==> config.mk <==
export PLATFORM = sky130hd
export DESIGN_NAME = ps2_mouse_packet_cursor_tracker
export DESIGN_NICKNAME = d
export VERILOG_FILES = /design/src/rtl/pmct_pkg.sv /design/src/rtl/pmct_step.sv /design/src/rtl/ps2_mouse_packet_cursor_tracker.sv
export SDC_FILE = /design/constraint.sdc
export NUM_CORES = 1
export LEC_CHECK = 0
export ABC_AREA = 1
export ABC_CLOCK_PERIOD_IN_PS = 4100
export BUFFER_PORTS_ARGS = -buffer_cell sky130_fd_sc_hd__buf_2
export CAP_MARGIN = 5
export CELL_PAD_IN_SITES_DETAIL_PLACEMENT = 1
export CELL_PAD_IN_SITES_GLOBAL_PLACEMENT = 2
export CORE_AREA = 2 2 149 151
export DETAILED_ROUTE_END_ITERATION = 10
export DIE_AREA = 0 0 151 153
export PLACE_DENSITY_LB_ADDON = 0.12
export RECOVER_POWER = 25
export SYNTH_ARGS = -nofsm -noshare
export SYNTH_HDL_FRONTEND = slang
export SYNTH_SLANG_ARGS = --single-unit
==> constraint.sdc <==
create_clock -name clk -period 4.1 [get_ports clk]
set_input_delay 0.82 -clock clk [delete_from_list [all_inputs] [get_ports clk]]
set_output_delay 0.82 -clock clk [all_outputs]
set_load 0.01 [all_outputs]
==> src/rtl/pmct_pkg.sv <==
package pmct_pkg;

  localparam int POS_W   = 13;
  localparam int BOUND_W = 14;
  localparam int SUM_W   = POS_W + 2;
  localparam int POS_LIM = 1 << POS_W;
  localparam int OUT_W   = 2 * POS_W + 3;
  localparam int TDATA_W = ((OUT_W + 7) / 8) * 8;

  localparam int CFG_IDX_W = 1;
  localparam logic [CFG_IDX_W-1:0] REG_WIDTH_BOUND  = 1'd0;
  localparam logic [CFG_IDX_W-1:0] REG_HEIGHT_BOUND = 1'd1;

  localparam logic [BOUND_W-1:0] WIDTH_BOUND_RST  = 14'd1280;
  localparam logic [BOUND_W-1:0] HEIGHT_BOUND_RST = 14'd800;
  localparam logic [POS_W-1:0]   POS_X_RST        = POS_W'(640);
  localparam logic [POS_W-1:0]   POS_Y_RST        = POS_W'(400);

  localparam logic [1:0] PH_HEADER = 2'd0;
  localparam logic [1:0] PH_X_MOVE = 2'd1;
  localparam logic [1:0] PH_Y_MOVE = 2'd2;

  localparam int HDR_ALWAYS_ONE = 3;
  localparam int HDR_X_SIGN     = 4;
  localparam int HDR_Y_SIGN     = 5;

  typedef struct packed {
    logic [1:0]       phase;
    logic [7:0]       header_byte;
    logic [7:0]       x_move_byte;
    logic [POS_W-1:0] pos_x;
    logic [POS_W-1:0] pos_y;
    logic [2:0]       buttons;
  } track_state_t;

  typedef struct packed {
    logic             packet_done;
    logic [2:0]       buttons;
    logic [POS_W-1:0] cursor_y;
    logic [POS_W-1:0] cursor_x;
  } track_result_t;

  function automatic logic [POS_W-1:0] clamp_axis(input logic signed [SUM_W-1:0] v,
                                                  input logic [BOUND_W-1:0] b);
    logic [POS_W-1:0] hi;
    if (32'(b) > 32'(POS_LIM)) begin
      hi = POS_W'(POS_LIM - 1);
    end else if (b == '0) begin
      hi = '0;
    end else begin
      hi = POS_W'(b - 1'b1);
    end
    if (v < 0) begin
      clamp_axis = '0;
    end else if (v > $signed({2'b00, hi})) begin
      clamp_axis = hi;
    end else begin
      clamp_axis = POS_W'(v);
    end
  endfunction

endpackage

==> src/rtl/pmct_step.sv <==
module pmct_step (
  input  pmct_pkg::track_state_t        cur,
  input  logic [7:0]                    rx_byte,
  input  logic                          from_aux,
  input  logic [pmct_pkg::BOUND_W-1:0]  width_bound,
  input  logic [pmct_pkg::BOUND_W-1:0]  height_bound,
  output pmct_pkg::track_state_t        nxt,
  output pmct_pkg::track_result_t       res
);

  logic signed [pmct_pkg::SUM_W-1:0] dx;
  logic signed [pmct_pkg::SUM_W-1:0] dy;
  logic signed [pmct_pkg::SUM_W-1:0] sum_x;
  logic signed [pmct_pkg::SUM_W-1:0] sum_y;
  logic                               done;

  assign dx = {{(pmct_pkg::SUM_W-8){cur.header_byte[pmct_pkg::HDR_X_SIGN]}}, cur.x_move_byte};
  assign dy = {{(pmct_pkg::SUM_W-8){cur.header_byte[pmct_pkg::HDR_Y_SIGN]}}, rx_byte};
  assign sum_x = $signed({2'b00, cur.pos_x}) + dx;
  assign sum_y = $signed({2'b00, cur.pos_y}) - dy;

  always_comb begin
    nxt  = cur;
    done = 1'b0;
    if (from_aux) begin
      unique case (cur.phase)
        pmct_pkg::PH_X_MOVE: begin
          nxt.x_move_byte = rx_byte;
          nxt.phase       = pmct_pkg::PH_Y_MOVE;
        end
        pmct_pkg::PH_Y_MOVE: begin
          nxt.buttons = cur.header_byte[2:0];
          nxt.pos_x   = pmct_pkg::clamp_axis(sum_x, width_bound);
          nxt.pos_y   = pmct_pkg::clamp_axis(sum_y, height_bound);
          nxt.phase   = pmct_pkg::PH_HEADER;
          done        = 1'b1;
        end
        default: begin
          if (rx_byte[pmct_pkg::HDR_ALWAYS_ONE]) begin
            nxt.header_byte = rx_byte;
            nxt.phase       = pmct_pkg::PH_X_MOVE;
          end else begin
            nxt.phase = pmct_pkg::PH_HEADER;
          end
        end
      endcase
    end
  end

  always_comb begin
    res.cursor_x    = nxt.pos_x;
    res.cursor_y    = nxt.pos_y;
    res.buttons     = nxt.buttons;
    res.packet_done = done;
  end

endmodule

==> src/rtl/ps2_mouse_packet_cursor_tracker.sv <==
// Channel   Direction  tdata                       tuser
// s_axis    in         rx_byte                     from_aux
// m_axis    out        cursor_x, cursor_y,         packet_done
//                      left, right, middle (pressed)
// cfg       in         width_bound (index 0), height_bound (index 1) on cfg_data
//
// Each beat passes an input register, then the decode and cursor update into the
// output register. One beat per cycle is sustained while m_axis_tready stays high;
// the cursor/packet state is updated as a beat leaves the input register.
// rst is synchronous: cursor returns to 640/400, bounds to 1280/800, packet restarts.
// A stalled output holds its beat; the input register still fills behind it.
module ps2_mouse_packet_cursor_tracker (
  input  logic                              clk,
  input  logic                              rst,
  input  logic                              s_axis_tvalid,
  output logic                              s_axis_tready,
  input  logic [7:0]                        s_axis_tdata,  // [7:0] rx_byte
  input  logic                              s_axis_tuser,  // [0] from_aux
  output logic                              m_axis_tvalid,
  input  logic                              m_axis_tready,
  // [12:0] cursor_x, [25:13] cursor_y, [26] left_pressed, [27] right_pressed,
  // [28] middle_pressed, rest zero
  output logic [pmct_pkg::TDATA_W-1:0]      m_axis_tdata,
  output logic                              m_axis_tuser,  // [0] packet_done
  input  logic                              cfg_we,
  input  logic [pmct_pkg::CFG_IDX_W-1:0]    cfg_index,
  input  logic [pmct_pkg::BOUND_W-1:0]      cfg_data
);

  logic [pmct_pkg::BOUND_W-1:0] width_bound;
  logic [pmct_pkg::BOUND_W-1:0] height_bound;

  logic       in_valid;
  logic [7:0] in_byte;
  logic       in_aux;

  logic                    out_valid;
  pmct_pkg::track_result_t out_res;

  pmct_pkg::track_state_t  state;
  pmct_pkg::track_state_t  state_next;
  pmct_pkg::track_result_t res_next;

  logic advance;

  assign advance       = in_valid && (!out_valid || m_axis_tready);
  assign s_axis_tready = !in_valid || advance;

  always_ff @(posedge clk) begin
    if (rst) begin
      width_bound  <= pmct_pkg::WIDTH_BOUND_RST;
      height_bound <= pmct_pkg::HEIGHT_BOUND_RST;
    end else if (cfg_we) begin
      unique case (cfg_index)
        pmct_pkg::REG_WIDTH_BOUND:  width_bound  <= cfg_data;
        pmct_pkg::REG_HEIGHT_BOUND: height_bound <= cfg_data;
        default: ;
      endcase
    end
  end

  always_ff @(posedge clk) begin
    if (rst) begin
      in_valid <= 1'b0;
    end else if (s_axis_tready) begin
      in_valid <= s_axis_tvalid;
    end
  end

  always_ff @(posedge clk) begin
    if (s_axis_tvalid && s_axis_tready) begin
      in_byte <= s_axis_tdata;
      in_aux  <= s_axis_tuser;
    end
  end

  pmct_step u_step (
    .cur          (state),
    .rx_byte      (in_byte),
    .from_aux     (in_aux),
    .width_bound  (width_bound),
    .height_bound (height_bound),
    .nxt          (state_next),
    .res          (res_next)
  );

  always_ff @(posedge clk) begin
    if (rst) begin
      state.phase       <= pmct_pkg::PH_HEADER;
      state.header_byte <= '0;
      state.x_move_byte <= '0;
      state.pos_x       <= pmct_pkg::POS_X_RST;
      state.pos_y       <= pmct_pkg::POS_Y_RST;
      state.buttons     <= '0;
    end else if (advance) begin
      state <= state_next;
    end
  end

  always_ff @(posedge clk) begin
    if (rst) begin
      out_valid <= 1'b0;
    end else if (advance) begin
      out_valid <= 1'b1;
    end else if (m_axis_tready) begin
      out_valid <= 1'b0;
    end
  end

  always_ff @(posedge clk) begin
    if (advance) begin
      out_res <= res_next;
    end
  end

  assign m_axis_tvalid = out_valid;
  assign m_axis_tdata  = pmct_pkg::TDATA_W'({out_res.buttons, out_res.cursor_y, out_res.cursor_x});
  assign m_axis_tuser  = out_res.packet_done;

endmodule

==> results.sh, run 1 <==
export IMPL_status="finished, violations left"
export IMPL_violations="capacitance limit, slew limit"
export IMPL_insertion_delay_ns=0.42
export IMPL_endpoint_kind="flop"
export IMPL_place_gp_congestion=0.794
export IMPL_grt_overflow_total=0
export IMPL_vias=6451
export IMPL_yosysWarnings=0
export IMPL_finalSetupTns_ns=0
export IMPL_dp_cells=1310
export IMPL_multi_input_area_um2=4060
export IMPL_grt_pass1_vias=6410
export IMPL_nets=1140
export IMPL_cp_max_fo=13
export IMPL_postRouteAntennaNets=0
export IMPL_drt_iter0_markers=239
export IMPL_cp_required_ns=4.41
export IMPL_path_delay_family="adder cells"
export IMPL_drv_slew=42
export IMPL_crit_path_cell_trace="ha_1, fa_1, inv_1, nand2_1, nand3_2, nand2_1, nand3_1, a21boi_1, o21bai_1, xor2_1, inv_1, ha_1, nand2_1, o211ai_1, inv_2, nand2_2, buf_4, nand4_1, nand3_1, nand3_1, nand2_1, inv_1"
export IMPL_synth_edff_count=39
export IMPL_first_pass_iters=4
export IMPL_diodes=0
export IMPL_tritoncts="yes"
export IMPL_crit_buf_inv=5
export IMPL_synth_flop_cell="dfxtp_1"
export IMPL_ir_drop_uv=243
export IMPL_hold_viol_final=0
export IMPL_clockBufferDepth=2
export IMPL_grt_max_degree=74
export IMPL_antenna_found_initial=0
export IMPL_placed_area_um2=7960
export IMPL_rsz0062_at_grt="no"
export IMPL_totalWireLength_um=21300
export IMPL_ys_types=41
export IMPL_worstSetupStartpointType="flop"
export IMPL_start_util_pct=34.3
export IMPL_vias_per_cell=4.80
export IMPL_ys_async_sr_fraction_pct=0
export IMPL_core_um2=21500
export IMPL_cts_buffers=17
export IMPL_ys_seq_area_share_pct=36.0
export IMPL_fmax_ghz=0.264
export IMPL_track_usage_pct=19.1
export IMPL_dieArea_um2=23100
export IMPL_yosys_register_bits=113
export IMPL_arrival_ns=4.10
export IMPL_root_buffer="clkbuf_16"
export IMPL_io_buffers=60
export IMPL_fillers=2702
export IMPL_h_tree_depth=4
export IMPL_max_slew_margin_pct=-49.1
export IMPL_drt_wirelength_per_cell_um=15.8
export IMPL_post_synth_cell_area_avg_um2=7.47
export IMPL_io_pin_count=64
export IMPL_final_cells=1344
export IMPL_finalCriticalPeriod_ns=3.79
export IMPL_die_y_um=153
export IMPL_fin_util_pct=40.0
export IMPL_worst_slack_ns=0.306
export IMPL_hpwl_um=16000
export IMPL_critPathKind="flop to flop"
export IMPL_synth_area_top_cells="dfxtp_1 (20%), edfxtp_1 (16%), nand2_1 (10%), ha_1 (9.9%), inv_1 (6.5%)"
export IMPL_postSynthCellCount=985
export IMPL_leakage_nw=4.12
export IMPL_cts_sinks=113
export IMPL_clkTransAtPathRegs_ns=0.06
export IMPL_remaining_drc_errors=0
export IMPL_drive_gt1_share_pct=13.3
export IMPL_finalCritPeriodShare_pct=92.5
export IMPL_crit_top_cell="nand2_1"
export IMPL_setup_viol=0
export IMPL_worst_pin_slew_ns=2.24
export IMPL_max_stage_delay_ns=0.47
export IMPL_cap_violations=1
export IMPL_yosys_area_top_type="dfxtp_1"
export IMPL_seqCellArea_um2=2650
export IMPL_cpMaxStageDelayCell="edfxtp_1"
export IMPL_power_density_nw_per_um2=443
export IMPL_num_rows=54
export IMPL_hold_class="flop to flop"
export IMPL_stdcell_area_um2=8590
export IMPL_finClkSkew_ns=0.0139
export IMPL_place_ws_ns=0.203
export IMPL_die_w_um=151
export IMPL_syn_to_final_growth_pct=16.7
export IMPL_grt_pass1_wl_um=34400
export IMPL_syn_area_um2=7360
export IMPL_yosys_area_top_type_share_pct=20.1
==> sequential cells by signal (all words and copies together), names as in the netlist <==
register and flops:
in_aux 1, state 44, m_axis_tdata 29, m_axis_tvalid 1, in_byte 8, height_bound 14, in_valid 1, m_axis_tuser 1
width_bound 14
==> cell families (layout without fill, tap and decap cells) <==
| kind of cell | Yosys count | in the layout | share of synthesized area [%] |
|---|---|---|---|
| AO/OA/AOI/OAI | 151 | 151 | 11.4 |
| XOR/XNOR | 43 | 43 | 5.32 |
| adder cells (fa/ha/maj) | 60 | 60 | 10.4 |
| buffers and inverters | 166 | 243 | 9.02 |
| flip-flops | 113 | 113 | 36.0 |
| other | 1 | 3 | 0.0509 |
| AND/OR/NAND/NOR | 451 | 451 | 27.8 |
==> final timing paths <==
check	startpoint	endpoint	slack, ns	cells past startpoint
setup reg to reg	in_byte[0]$_DFFE_PP_	state[13]$_SDFFE_PP0P_	0.31	22
hold / removal	state[1]$_SDFFE_PP0P_	state[1]$_SDFFE_PP0P_	0.47	2
hold reg to reg	state[1]$_SDFFE_PP0P_	state[1]$_SDFFE_PP0P_	0.47	2
setup / recovery	in_byte[0]$_DFFE_PP_	state[13]$_SDFFE_PP0P_	0.31	22
==> per-stage QoR <==
| step | hold WS [ns] | power, mW |
|---|---|---|
| 2_1_floorplan | 0.431 | 1.95 |
| 3_3_place_gp | 0.446 | 2.18 |
| 3_5_place_dp | 0.455 | 2.19 |
| 4_1_cts | 0.463 | 3.84 |
| 5_1_grt | 0.487 | 4.03 |
| 6_report | 0.465 | 3.80 |
==> power breakdown <==
part           internal [mW]  switching (mW)
combinational          0.313           0.573
clock                   1.09           0.553
sequential              1.23          0.0486
==> area by class of cell <==
type	count	area share, %
multi-input combinational	708	47.2
sequential	113	30.9
inverter	136	5.94
clock buffer	20	5.20
timing repair buffer	75	4.47
tap	280	4.08
clock inverter	12	2.20
==> layer usage <==
| layer | global-route usage [%] | wire (um) | vias to the layer above |
|---|---|---|---|
| li1 | - | - | 3352 |
| met2 | 27.6 | 8810 | 79 |
| met3 | 3.04 | 559 | 16 |
| met1 | 29.5 | 11700 | 3004 |
| met4 | 4.54 | 239 | 0 |
| met5 | 0 | 0 | - |
==> worst min-delay path: stages, from the launching register on <==
cell and delay [ns]:
dfxtp_1 0.29, inv_1 0.06, a211oi_1 0.07
==> cell usage in the layout (no fill, tap or decap), types with 2 or more instances in the layout <==
master	synthesis	final
clkinv_1	2	2
nor3_1	6	6
inv_1	128	129
a21o_1	2	2
nand3_2	17	16
edfxtp_1	39	39
a21oi_2	2	2
nand4_1	17	17
dfxtp_1	74	74
clkinv_2	0	6
o21bai_1	4	4
fa_1	2	2
or2_2	2	2
nor2_2	4	4
o211ai_1	5	5
buf_2	6	40
nor3_4	3	3
nand2_1	196	196
ha_1	58	58
o21ai_0	48	48
xor2_2	2	2
xnor2_1	16	16
o21ai_1	4	4
clkbuf_16	0	17
bufinv_16	0	5
conb_1	1	3
xor2_1	25	25
inv_2	6	5
nor2_1	116	116
a21oi_1	75	75
a211oi_1	5	5
nand2_2	18	18
nand3_1	69	69
clkbuf_1	17	23
buf_4	5	14
==> cell usage after synthesis, types with 5 or more instances <==
cell / n
nand2_1: 196
inv_1: 128
nor2_1: 116
a21oi_1: 75
dfxtp_1: 74
nand3_1: 69
ha_1: 58
o21ai_0: 48
edfxtp_1: 39
xor2_1: 25
nand2_2: 18
clkbuf_1: 17
nand3_2: 17
nand4_1: 17
xnor2_1: 16
buf_2: 6
inv_2: 6
nor3_1: 6
a211oi_1: 5
buf_4: 5
o211ai_1: 5
==> timing repair <==
item / in CTS / in global routing
gates resized for setup: 0 / 2
hold buffers: 0 / 0
setup buffers: 0 / 2
endpoints found under the setup margin: 0 / 26
No activity file was read; power rests on OpenSTA's default activity.
==> run 2: changes to the inputs <==
--- a/config.mk
+++ b/config.mk
@@ -6,7 +6,7 @@
 export NUM_CORES = 1
 export LEC_CHECK = 0
 export ABC_AREA = 1
-export ABC_CLOCK_PERIOD_IN_PS = 4100
+export ABC_CLOCK_PERIOD_IN_PS = 3680
 export BUFFER_PORTS_ARGS = -buffer_cell sky130_fd_sc_hd__buf_2
 export CAP_MARGIN = 5
 export CELL_PAD_IN_SITES_DETAIL_PLACEMENT = 1
@@ -16,6 +16,8 @@
 export DIE_AREA = 0 0 151 153
 export PLACE_DENSITY_LB_ADDON = 0.12
 export RECOVER_POWER = 25
+export SETUP_SLACK_MARGIN = 0.3
+export SLEW_MARGIN = 20
 export SYNTH_ARGS = -nofsm -noshare
 export SYNTH_HDL_FRONTEND = slang
 export SYNTH_SLANG_ARGS = --single-unit
==> constraint.sdc (replaced) <==
create_clock -name clk -period 3.68 [get_ports clk]
set_input_delay 0.736 -clock clk [delete_from_list [all_inputs] [get_ports clk]]
set_output_delay 0.736 -clock clk [all_outputs]
set_load 0.01 [all_outputs]
==> results.sh, run 2 (synthesis gave the netlist of run 1 again) <==
export IMPL_status="finished, violations left"
export IMPL_violations="capacitance limit, slew limit"
export IMPL_finClkSkew_ns=0.00959
export IMPL_top_register="state"
export IMPL_nets=1196
export IMPL_antenna_found_initial=0
export IMPL_multi_input_area_um2=4920
export IMPL_cp_required_ns=3.85
export IMPL_hold_class="flop to flop"
export IMPL_worstSetupStartpointType="flop"
export IMPL_hpwl_um=16600
export IMPL_setup_viol=0
export IMPL_endpoint_kind="flop"
export IMPL_cts_buffers=17
export IMPL_start_util_pct=34.3
export IMPL_max_slew_margin_pct=-54.0
export IMPL_num_rows=54
export IMPL_fillers=2615
export IMPL_totalWireLength_um=24000
export IMPL_largest_reg_flops=44
export IMPL_cp_max_fo=7
export IMPL_insertion_delay_ns=0.42
export IMPL_clkTransAtPathRegs_ns=0.05
export IMPL_reg2reg_slack_ns=0.21
export IMPL_final_cells=1400
export IMPL_die_w_um=151
export IMPL_critPathKind="flop to flop"
export IMPL_first_pass_iters=4
export IMPL_fmax_ghz=0.288
export IMPL_clockBufferDepth=2
export IMPL_drive_gt1_share_pct=29.5
export IMPL_track_usage_pct=20.9
export IMPL_leakage_nw=4.56
export IMPL_arrival_ns=3.64
export IMPL_worst_slack_ns=0.205
export IMPL_core_um2=21500
export IMPL_drt_iter0_markers=224
export IMPL_vias_per_cell=4.93
export IMPL_power_density_nw_per_um2=453
export IMPL_hold_viol_final=0
export IMPL_io_pin_count=64
export IMPL_wl_met1_um=12200
export IMPL_cap_violations=1
export IMPL_grt_pass1_vias=6911
export IMPL_drv_slew=42
export IMPL_finalCriticalPeriod_ns=3.47
export IMPL_wl_met2_um=10800
export IMPL_final_cell_mix="nand2_1 (161), inv_1 (122), nor2_1 (112)"
export IMPL_remaining_drc_errors=0
export IMPL_routed_top_layer="met4"
export IMPL_tritoncts="yes"
export IMPL_dp_cells=1323
export IMPL_cts_sinks=113
export IMPL_ir_drop_uv=271
export IMPL_wl_met3_um=837
export IMPL_rsz0062_at_grt="yes"
export IMPL_mostFrequentLayoutCell="nand2_1"
export IMPL_syn_to_final_growth_pct=34.6
export IMPL_finalCritPeriodShare_pct=94.4
export IMPL_place_gp_congestion=0.831
export IMPL_grt_overflow_total=0
export IMPL_place_ws_ns=-0.104
export IMPL_grt_pass1_wl_um=37400
export IMPL_die_y_um=153
export IMPL_h_tree_depth=4
export IMPL_dieArea_um2=23100
export IMPL_worst_pin_slew_ns=2.31
export IMPL_io_buffers=60
export IMPL_postRouteAntennaNets=0
export IMPL_diodes=0
export IMPL_drt_wirelength_per_cell_um=17.2
export IMPL_root_buffer="clkbuf_16"
export IMPL_vias=6895
export IMPL_grt_max_degree=42
export IMPL_seqCellArea_um2=2670
export IMPL_ctsHoldBuffers=0
## run 2: final cells by class
class | count | share of cell area [%]
sequential | 113 | 26.9
clock buffer | 23 | 5.05
multi-input combinational | 709 | 49.6
inverter | 136 | 5.15
tap | 280 | 3.54
clock inverter | 9 | 0.530
timing repair buffer | 130 | 9.22
## run 2: final timing paths
check,start,end,cells past startpoint
worst max-delay path,in_byte[0]$_DFFE_PP_,m_axis_tdata[15]$_DFFE_PP_,20
worst min-delay path,state[1]$_SDFFE_PP0P_,state[1]$_SDFFE_PP0P_,2
worst min register to register,state[1]$_SDFFE_PP0P_,state[1]$_SDFFE_PP0P_,2
worst max register to register,in_byte[0]$_DFFE_PP_,m_axis_tdata[15]$_DFFE_PP_,20
## run 2: timing repair
action,CTS,global route
resized for setup,86,122
cloned,4,0
buffers inserted,31,10
endpoints found under the setup margin,52,52
pin swaps,43,71
## run 2: per-layer routing
layer	up-vias	GRT usage (%)
li1	3472	-
met1	3297	30.4
met2	106	32.2
met3	20	3.73
met4	0	5.21
met5	-	0
## run 2: power by group
part,switching (mW),leakage (nW),internal [mW],total (mW)
clock network,0.617,0.282,0.954,1.57
registers,0.0599,0.980,1.37,1.43
logic,0.867,3.29,0.623,1.49
total,1.54,4.56,2.95,4.49
## run 2: through the flow
step / util [%] / instance area [um^2] / hold slack (ns) / total power, mW / TNS (ns)
2_1_floorplan: - / 7370 / 0.431 / 2.17 / 0
3_3_place_gp: 37.6 / 8070 / 0.453 / 2.47 / -1.78
3_5_place_dp: 37.6 / 8070 / 0.450 / 2.48 / -1.51
4_1_cts: 43.2 / 9290 / 0.462 / 4.34 / 0
5_1_grt: 46.1 / 9910 / 0.478 / 4.75 / 0
6_report: 46.1 / 9910 / 0.457 / 4.49 / 0
## run 2: worst max-delay path: stages, from the launching register on
cell and delay, ns:
edfxtp_1 0.46, ha_2 0.24, fa_2 0.36, inv_2 0.06, nand2_2 0.05, nand3_2 0.07, nand2_2 0.05, nand3_2 0.08
a21boi_2 0.07, o21bai_1 0.17, xor2_1 0.27, inv_1 0.12, ha_4 0.29, nand2_4 0.05, o211ai_1 0.21, inv_2 0.07
nand2_4 0.13, buf_8 0.14, nand4_1 0.10, nand3_1 0.15, nand2_1 0.07
==> run 3: changes to the inputs <==
--- a/config.mk
+++ b/config.mk
@@ -11,13 +11,14 @@
 export CAP_MARGIN = 5
 export CELL_PAD_IN_SITES_DETAIL_PLACEMENT = 1
 export CELL_PAD_IN_SITES_GLOBAL_PLACEMENT = 2
-export CORE_AREA = 2 2 149 151
+export CORE_AREA = 2 2 157 159
 export DETAILED_ROUTE_END_ITERATION = 10
-export DIE_AREA = 0 0 151 153
+export DIE_AREA = 0 0 159 161
 export PLACE_DENSITY_LB_ADDON = 0.12
 export RECOVER_POWER = 25
 export SETUP_SLACK_MARGIN = 0.3
 export SLEW_MARGIN = 20
 export SYNTH_ARGS = -nofsm -noshare
 export SYNTH_HDL_FRONTEND = slang
+export SYNTH_HIERARCHICAL = 1
 export SYNTH_SLANG_ARGS = --single-unit
==> constraint.sdc (replaced) <==
create_clock -name clk -period 3.68 [get_ports clk]
set_input_delay 0.736 -clock clk [delete_from_list [all_inputs] [get_ports clk]]
set_output_delay 0.736 -clock clk [all_outputs]
set_load 0.005 [all_outputs]
==> results.sh, run 3 <==
export IMPL_status="completed"
export IMPL_die_y_um=161
export IMPL_cp_required_ns=4.04
export IMPL_root_buffer="clkbuf_16"
export IMPL_place_gp_congestion=0.833
export IMPL_max_stage_delay_ns=0.40
export IMPL_die_w_um=159
export IMPL_syn_area_um2=8100
export IMPL_totalWireLength_um=27000
export IMPL_fillers=3027
export IMPL_setup_viol=0
export IMPL_cts_buffers=17
export IMPL_ir_drop_uv=223
export IMPL_worstRegToRegCells=27
export IMPL_dieArea_um2=25600
export IMPL_core_um2=24000
export IMPL_postRouteAntennaNets=0
export IMPL_vias_per_cell=4.76
export IMPL_drive_gt1_share_pct=29.7
export IMPL_max_slew_margin_pct=37.6
export IMPL_drt_iter0_markers=342
export IMPL_finalCritPeriodShare_pct=97.6
export IMPL_finalCriticalPeriod_ns=3.59
export IMPL_clkTransAtPathRegs_ns=0.07
export IMPL_insertion_delay_ns=0.43
export IMPL_cp_max_fo=6
export IMPL_critPathKind="flop to flop"
export IMPL_rr_endpoint="state[9]$_SDFFE_PP0P_"
export IMPL_vias=7797
export IMPL_postSynthCellCount=1171
export IMPL_cts_sinks=113
export IMPL_num_rows=57
export IMPL_post_synth_cell_area_avg_um2=6.92
export IMPL_crit_top_cell="nand2_2"
export IMPL_track_usage_pct=20.9
export IMPL_hold_viol_final=0
export IMPL_drv_slew=0
export IMPL_antenna_found_initial=0
export IMPL_io_pin_count=64
export IMPL_arrival_ns=3.95
export IMPL_fmax_ghz=0.278
export IMPL_finClkSkew_ns=0.0174
export IMPL_grt_max_degree=85
export IMPL_hold_ws_ns=0.482
export IMPL_diodes=0
export IMPL_syn_to_final_growth_pct=32.7
export IMPL_holdPathStages=1
export IMPL_yosysWarnings=6
export IMPL_placed_area_um2=9110
export IMPL_min_to="in_byte[2]$_DFFE_PP_"
export IMPL_grt_pass1_wl_um=42300
export IMPL_reg2reg_from="in_byte[0]$_DFFE_PP_"
export IMPL_hpwl_um=19200
export IMPL_multi_input_area_um2=5040
export IMPL_cpMaxStageDelayCell="edfxtp_1"
export IMPL_finalSetupTns_ns=0
export IMPL_hold_start="s_axis_tdata[2]"
export IMPL_mostFrequentLayoutCell="nand2_1"
export IMPL_top_register="state"
export IMPL_nets=1392
export IMPL_power_density_nw_per_um2=460
export IMPL_h_tree_depth=4
export IMPL_worstSetupStartpointType="flop"
export IMPL_clockBufferDepth=2
export IMPL_worst_pin_slew_ns=0.936
export IMPL_largest_reg_flops=44
export IMPL_grt_pass1_vias=8019
export IMPL_seqCellArea_um2=2660
export IMPL_first_pass_iters=4
export IMPL_cap_violations=0
export IMPL_io_buffers=60
export IMPL_hold_class="input port to flop"
export IMPL_endpoint_kind="flop"
export IMPL_final_cell_mix="nand2_1 (225), inv_1 (150), nor2_1 (115)"
export IMPL_grt_overflow_total=0
export IMPL_stdcell_area_um2=10700
export IMPL_tritoncts="yes"
export IMPL_drt_wirelength_per_cell_um=16.5
export IMPL_start_util_pct=33.8
export IMPL_leakage_nw=5.17
export IMPL_reg2reg_slack_ns=0.09
export IMPL_rsz0062_at_grt="yes"
export IMPL_remaining_drc_errors=0
## run 3: layout make-up
cell class,instances,area share [%]
multi-input cells,809,46.9
flip-flops and latches,113,24.8
repair buffers,185,12.8
inverters,176,6.15
clock buffers,27,5.27
well taps,324,3.77
clock inverters,5,0.326
## run 3: timing repair
action	CTS	global route
hold buffers	0	0
gates resized for setup	71	144
setup endpoints to repair	52	52
setup buffers	14	9
pin swaps	50	72
cloned	3	0
## run 3: worst max path at each step
stage,cells after the start,from,to
floorplan,26,in_byte[0]$_DFFE_PP_,m_axis_tdata[22]$_DFFE_PP_
global placement,27,in_byte[0]$_DFFE_PP_,state[5]$_SDFFE_PP0P_
detailed placement,27,in_byte[0]$_DFFE_PP_,state[5]$_SDFFE_PP0P_
CTS,28,in_byte[0]$_DFFE_PP_,state[9]$_SDFFE_PP0P_
global route,27,in_byte[0]$_DFFE_PP_,state[6]$_SDFFE_PP0P_
finish,27,in_byte[0]$_DFFE_PP_,state[9]$_SDFFE_PP0P_
## run 3: where the power goes
| group | internal, mW | switching (mW) | total [mW] | leakage, nW |
|---|---|---|---|---|
| Combinational | 0.762 | 1.03 | 1.80 | 3.89 |
| Sequential | 1.38 | 0.0700 | 1.45 | 0.982 |
| Clock | 1.06 | 0.637 | 1.70 | 0.300 |
## run 3: critical path: cells and delay by family (launching register included)
family | cells | cell delay [ns]
simple gates | 14 | 1.13
fa+ha+maj | 3 | 0.81
compound gates | 4 | 0.51
buf+inv | 5 | 0.48
flops | 1 | 0.40
xor+xnor | 1 | 0.17
## run 3: metal layers
metal | vias up | part of all wire, % | global-route usage, %
met4 | 0 | 2.1 | 6.69
met3 | 25 | 1.7 | 2.85
met5 | - | 0 | 0
met2 | 64 | 51 | 37.5
li1 | 3980 | - | -
met1 | 3728 | 45 | 25.8
## run 3: per-stage QoR
| stage | std cells | utilization (%) | setup slack [ns] | power [mW] |
|---|---|---|---|---|
| after floorplan | 1173 | - | 0.312 | 2.39 |
| after global placement | 1581 | 38.0 | -0.0709 | 2.82 |
| after detailed placement | 1581 | 38.0 | -0.172 | 2.83 |
| after CTS | 1630 | 42.4 | -0.0361 | 4.74 |
| after global routing | 1639 | 44.9 | -0.180 | 5.24 |
| final | 1639 | 44.9 | 0.0876 | 4.95 |
